File: config.mk
export PLATFORM = sky130hd
export DESIGN_NAME = vqdfl_ctrl
export DESIGN_NICKNAME = d
export VERILOG_FILES = /design/src/sv/vqdfl_pkg.sv /design/src/sv/vqdfl_ctrl.sv
export SDC_FILE = /design/constraint.sdc
export NUM_CORES = 1
export LEC_CHECK = 0
export BUFFER_PORTS_ARGS = -buffer_cell sky130_fd_sc_hd__buf_4
export CORE_AREA = 2 2 39 41
export CTS_BUF_LIST = sky130_fd_sc_hd__clkbuf_8
export DETAILED_ROUTE_END_ITERATION = 8
export DIE_AREA = 0 0 41 43
export MAX_ROUTING_LAYER = met4
export PLACE_DENSITY = 0.32
export SLEW_MARGIN = 20
export SYNTH_ARGS = -nofsm -noshare
export SYNTH_HDL_FRONTEND = slang
export SYNTH_SLANG_ARGS = --single-unit
File: constraint.sdc
create_clock -name clk -period 1.2 [get_ports clk]
set_input_delay 0.06 -clock clk [delete_from_list [all_inputs] [get_ports clk]]
set_output_delay 0.06 -clock clk [all_outputs]
set_load 0.01 [all_outputs]
File: src/sv/vqdfl_pkg.sv
package vqdfl_pkg;

    // command codes
    typedef enum logic [1:0] {
        CMD_ALLOC = 2'd0,
        CMD_FREE  = 2'd1,
        CMD_SET   = 2'd2,
        CMD_CHAIN = 2'd3
    } cmd_t;

    // result status codes
    typedef enum logic [1:0] {
        ST_OK      = 2'd0,
        ST_NO_FREE = 2'd1,
        ST_RANGE   = 2'd2
    } status_t;

    localparam logic [15:0] FLAG_NEXT = 16'h0001;
    localparam logic [15:0] LINK_END  = 16'hFFFF;
    localparam logic [8:0]  RING_SIZE_RESET = 9'd256;

    // one descriptor table entry
    typedef struct packed {
        logic [63:0] addr;
        logic [31:0] len;
        logic [15:0] flags;
        logic [15:0] next;
    } entry_t;

    // controller to datapath commands
    typedef struct packed {
        logic cfg_load;
        logic clear;
        logic accept;
        logic exec;
        logic walk;
    } dp_ctl_t;

    // datapath to controller status
    typedef struct packed {
        logic walk_more;
        logic clear_last;
    } dp_stat_t;

endpackage

File: src/sv/vqdfl_ctrl.sv
module vqdfl_ctrl
    import vqdfl_pkg::*;
(
    input  logic     clk,
    input  logic     rst_n,
    input  logic     start,
    input  logic     cfg_valid,
    input  dp_stat_t stat,
    output dp_ctl_t  ctl,
    output logic     busy,
    output logic     cfg_ready,
    output logic     done
);

    typedef enum logic [1:0] {
        S_IDLE,
        S_CLEAR,
        S_EXEC,
        S_WALK
    } state_t;

    state_t state_reg;
    state_t state_next;
    logic   done_reg;
    logic   done_next;
    logic   cfg_fire;
    logic   accept;

    // a command transfer takes precedence over a size write when idle
    assign busy      = (state_reg != S_IDLE);
    assign cfg_ready = ((state_reg == S_IDLE) && !start) || (state_reg == S_CLEAR);
    assign cfg_fire  = cfg_valid && cfg_ready;
    assign accept    = start && !busy;

    // commands to the datapath
    assign ctl.cfg_load = cfg_fire;
    assign ctl.clear    = (state_reg == S_CLEAR);
    assign ctl.accept   = accept;
    assign ctl.exec     = (state_reg == S_EXEC);
    assign ctl.walk     = (state_reg == S_WALK);

    // next state
    always_comb
    begin
        state_next = state_reg;
        done_next  = 1'b0;
        case (state_reg)
            S_IDLE:
            begin
                if (accept)
                begin
                    state_next = S_EXEC;
                end
            end
            S_CLEAR:
            begin
                if (stat.clear_last)
                begin
                    state_next = S_IDLE;
                end
            end
            S_EXEC, S_WALK:
            begin
                if (stat.walk_more)
                begin
                    state_next = S_WALK;
                end
                else
                begin
                    state_next = S_IDLE;
                    done_next  = 1'b1;
                end
            end
            default:
            begin
                state_next = S_IDLE;
            end
        endcase
        if (cfg_fire)
        begin
            state_next = S_CLEAR;
            done_next  = 1'b0;
        end
    end

    // state and result strobe
    always_ff @(posedge clk or negedge rst_n)
    begin
        if (!rst_n)
        begin
            state_reg <= S_CLEAR;
            done_reg  <= 1'b0;
        end
        else
        begin
            state_reg <= state_next;
            done_reg  <= done_next;
        end
    end

    assign done = done_reg;

endmodule

# Word-level counts from Yosys, hierarchy flattened
# Cells that the tools add are included.
# op_classes
mux	8
eq_ne	5
n_reduce_logical	10
# ops
cell	n
two-way mux 2 bit	4
case mux 2 bit (3 select lines)	1
== test 2 bit (second input constant)	2
logical AND 1 bit	3
two-way mux 1 bit	3
!= test 3 x 2 -> 1 bit (second input constant)	1
!= test 3 bit (second input constant)	1
== test 2 x 1 -> 1 bit (second input constant)	1
logical NOT 1 bit	2
logical NOT 2 bit	1
AND reduction 2 bit	1
nonzero test 2 bit	1
OR reduction 2 bit	1
logical OR 1 bit	1
# totals
output_inout_bits	8
word_cells	25
register_bits	3
in_bits	6

# Longest topological paths before layout
# depth
depth_word	6
mapped_depth	4
ltp_nobuf	3

# Worst setup path after synthesis
# Ideal clock, no wire load.
# synth_path
path_type	register to output
startpoint	reg state_reg[0]
endpoint	out ctl[4] in the netlist's numbering
path_stages_with_launch	5
arrival_ps	1013
path_slack_ps	127
path_cell_list	dfstp_2 inv_1 a21oi_2 and2_1 buf_4
# synth_between
elab_chain_cells	4
elab_cells_between_ends	5
classes_between	eq/ne (1); reduce/logical (4)
# synth_rtl
item	line_no	source
start: declaration	vqdfl_ctrl.sv:22	state_t state_reg;
start signal: assignment	vqdfl_ctrl.sv:96	state_reg <= state_next;
logical NOT 2 bit	vqdfl_ctrl.sv:31	assign cfg_ready = ((state_reg == S_IDLE) && !start) || (state_reg == S_CLEAR);
logical AND 1 bit	vqdfl_ctrl.sv:31	
logical OR 1 bit (*)	vqdfl_ctrl.sv:31	
via cfg_ready	vqdfl_ctrl.sv:11	output logic cfg_ready,
logical AND 1 bit (*)	vqdfl_ctrl.sv:32	assign cfg_fire = cfg_valid && cfg_ready;
end: declaration	vqdfl_ctrl.sv:9	output dp_ctl_t ctl,
# Mark *: on every way through the listed nets, which the timed path passes. The rest lies on a longest branch.

==> qor.yml <==
h-tree-depth: 1
grt.overflow.total: 0
route.vias.total: 186
clockRootBuffer: "sky130_fd_sc_hd__clkbuf_8"
tritoncts: "done"
power.share.sequential_pct: 22.3
routed_wirelength_um: 474
port-buffer-count: 13
synth_cell_type_count: 13
power.leakage_nw: 0.184
final_nets: 46
yosys_register_bits: 3
vias_per_cell: 3.38
post-route-util_pct: 26.5
synthToLayoutAreaGrowth_pct: 103
combinationalPowerShare_pct: 48.4
final-hold-violation-count: 0
post_synth_instance_area_um2: 180
grt_start_max_net_pins: 9
netlist.top_cell.by_area: "sky130_fd_sc_hd__dfrtp_1"
grt_use_total_pct: 6.07
power_density_mw_per_mm2: 2620
worstSkewPairLatency_ns: 0.21
dp_slack_ns: 0.154
hold_path_class: "in2reg"
synthCells: 20
clock_pin_slew_of_the_registers_on_the_worst_case_setup_and_hold_paths_ns: 0.03
design.core.area_mm2: 0.00138
synth_edf_count: 0
grt_antenna_before_repair: 0
switching_share_pct: 32.5
clock_sink_count: 3
stdcell_count: 55
setup_viol: 2
largest_register_ff_count: 2
synth_nets: 26
slew_headroom_pct: 85.7
setup_repair_after_global_routing_missed_its_margin: "true"
numPlacedInstances: 47
route.detailed.drc: 0
mean_area_per_synthesized_cell_um2: 9.01
fin_crit_ns: 1.23
worst_slew_pin_slew_ns: 0.213
timing.clock.skew_ns: 0.000753
post_synth_main_area_contributors: "sky130_fd_sc_hd__dfrtp_1, sky130_fd_sc_hd__dfstp_2, sky130_fd_sc_hd__nor2b_1"
crit_fanout: 3
antenna_diodes: 0
critPathLaunchType: "register"
cap_viol_max_count: 0
vdd.ir_drop.worst_v: 0.000723
drt_pass1_iterations: 1
die-area_mm2: 0.00176
max-clock-path-buffers: 2
run_status: "finished with violations"
first_pass_grt_wire_length_um: 634
first_iter_violations: 0
synth.most_common_cell: "sky130_fd_sc_hd__nor2b_1"
power_report.internal_total_mw: 0.649
timing.final.ws_setup_ns: -0.0270
layout_worst_path_cycle_share_pct: 102
power_mw: 0.960
total_count_of_max_transition_violations_in_the_final_report: 0
antenna_violating_nets_post_route: 0
drive_gt1_share_pct: 64.1
initial_core_util_pct: 13.0
ys_async_sr_fraction_pct: 100
criticalPathCategory: "reg2out"
share_clk_of_total_power_pct: 29.2
place.gp.congestion: 0.647
ys_dominant_reg_cell: "sky130_fd_sc_hd__dfrtp_1"
std_cell_rows: 14
ys_warn_count: 0
net-switching-power_mw: 0.312
cts_inserted_buffers: 3
fp.dieW_um: 41
first_global_vias: 174
final_design_area_no_fill_um2: 367
synth_seq_area_share_pct: 42.4
wl_per_cell_um: 8.62
postPlaceCellArea_um2: 283
worst-endpoint-arrival_ns: 1.17
timing.fmax_mhz: 815
failed_checks: "setup timing"
worst_setup_end_kind: "output port"
yosys.area.top_type_share_pct: 27.8
ioPinCount: 14
floorplan.die.height_um: 43
cp_data_required_time_ns: 1.14
layer usage:
layer / GRT usage (%) / vias up / share of wire (%)
met4: 8.00 / 0 / 0
li1: - / 99 / -
met5: - / - / 0
met2: 7.81 / 11 / 48
met1: 6.11 / 76 / 38
met3: 1.57 / 0 / 14
repair_timing:
action,CTS,global route
setup buffers,2,0
endpoints found under the hold margin,4,0
hold buffers,2,0
pin swaps,2,2
endpoints found under the setup margin,2,4
resized for setup,2,1
critical path: stages (launching register included):
cell,delay [ns]
sky130_fd_sc_hd__dfstp_2,0.55
sky130_fd_sc_hd__buf_4,0.12
sky130_fd_sc_hd__or2_4,0.12
sky130_fd_sc_hd__nor2_2,0.03
sky130_fd_sc_hd__buf_4,0.13
cell families (layout without fill, tap and decap cells):
kind of cell | after synthesis | after routing | share of synthesized area [%]
DFF | 3 | 3 | 42.4
and+or+nand+nor | 9 | 9 | 28.5
buffers and inverters | 4 | 23 | 12.5
AOI/OAI and AO/OA | 4 | 4 | 16.7
cells in the final DEF (no fill, tap or decap), types with 2 or more instances in the layout:
cell type and n:
sky130_fd_sc_hd__and2_1 2, sky130_fd_sc_hd__buf_4 15, sky130_fd_sc_hd__clkbuf_8 3, sky130_fd_sc_hd__dlygate4sd3_1 2, sky130_fd_sc_hd__inv_1 2, sky130_fd_sc_hd__nor2b_1 3
power groups by stage:
stage               clock, mW  combinational [mW]  sequential [mW]
finish                  0.281               0.465            0.214
global route            0.296               0.509            0.226
CTS                     0.291               0.468            0.214
detailed placement          0               0.403            0.216
global placement            0               0.406            0.217
floorplan                   0               0.234            0.202
final timing paths:
| kind | from | slack, ns | cells past startpoint | end |
|---|---|---|---|---|
| worst min-delay path | stat[0] | 0.13 | 3 | state_reg[0]$_DFFE_PN1P_ |
| worst max register to register | state_reg[0]$_DFFE_PN1P_ | 0.20 | 3 | state_reg[0]$_DFFE_PN1P_ |
| max in group asynchronous | rst_n | 0.84 | 2 | state_reg[0]$_DFFE_PN1P_ |
| worst min register to register | state_reg[1]$_DFFE_PN0P_ | 0.53 | 1 | state_reg[0]$_DFFE_PN1P_ |
| min in group asynchronous | rst_n | 0.18 | 2 | done$_DFF_PN0_ |
| worst max-delay path | state_reg[0]$_DFFE_PN1P_ | -0.03 | 4 | ctl[2] |
stage by stage:
step | TNS [ns] | hold WS (ns)
global placement | 0 | -0.151
finish | -0.0497 | 0.131
floorplan | 0 | -0.236
CTS | -0.0782 | 0.132
global route | -0.174 | 0.156
detailed placement | 0 | -0.151
layout make-up:
class / count / area [µm²]
tap: 16 / 20.0
sequential: 3 / 77.6
clock buffer: 3 / 41.3
timing repair buffer: 17 / 133
fill: 155 / 1020
clock inverter: 1 / 3.75
inverter: 2 / 7.51
multi-input combinational: 13 / 83.8
(Power assumes the default switching activity.)
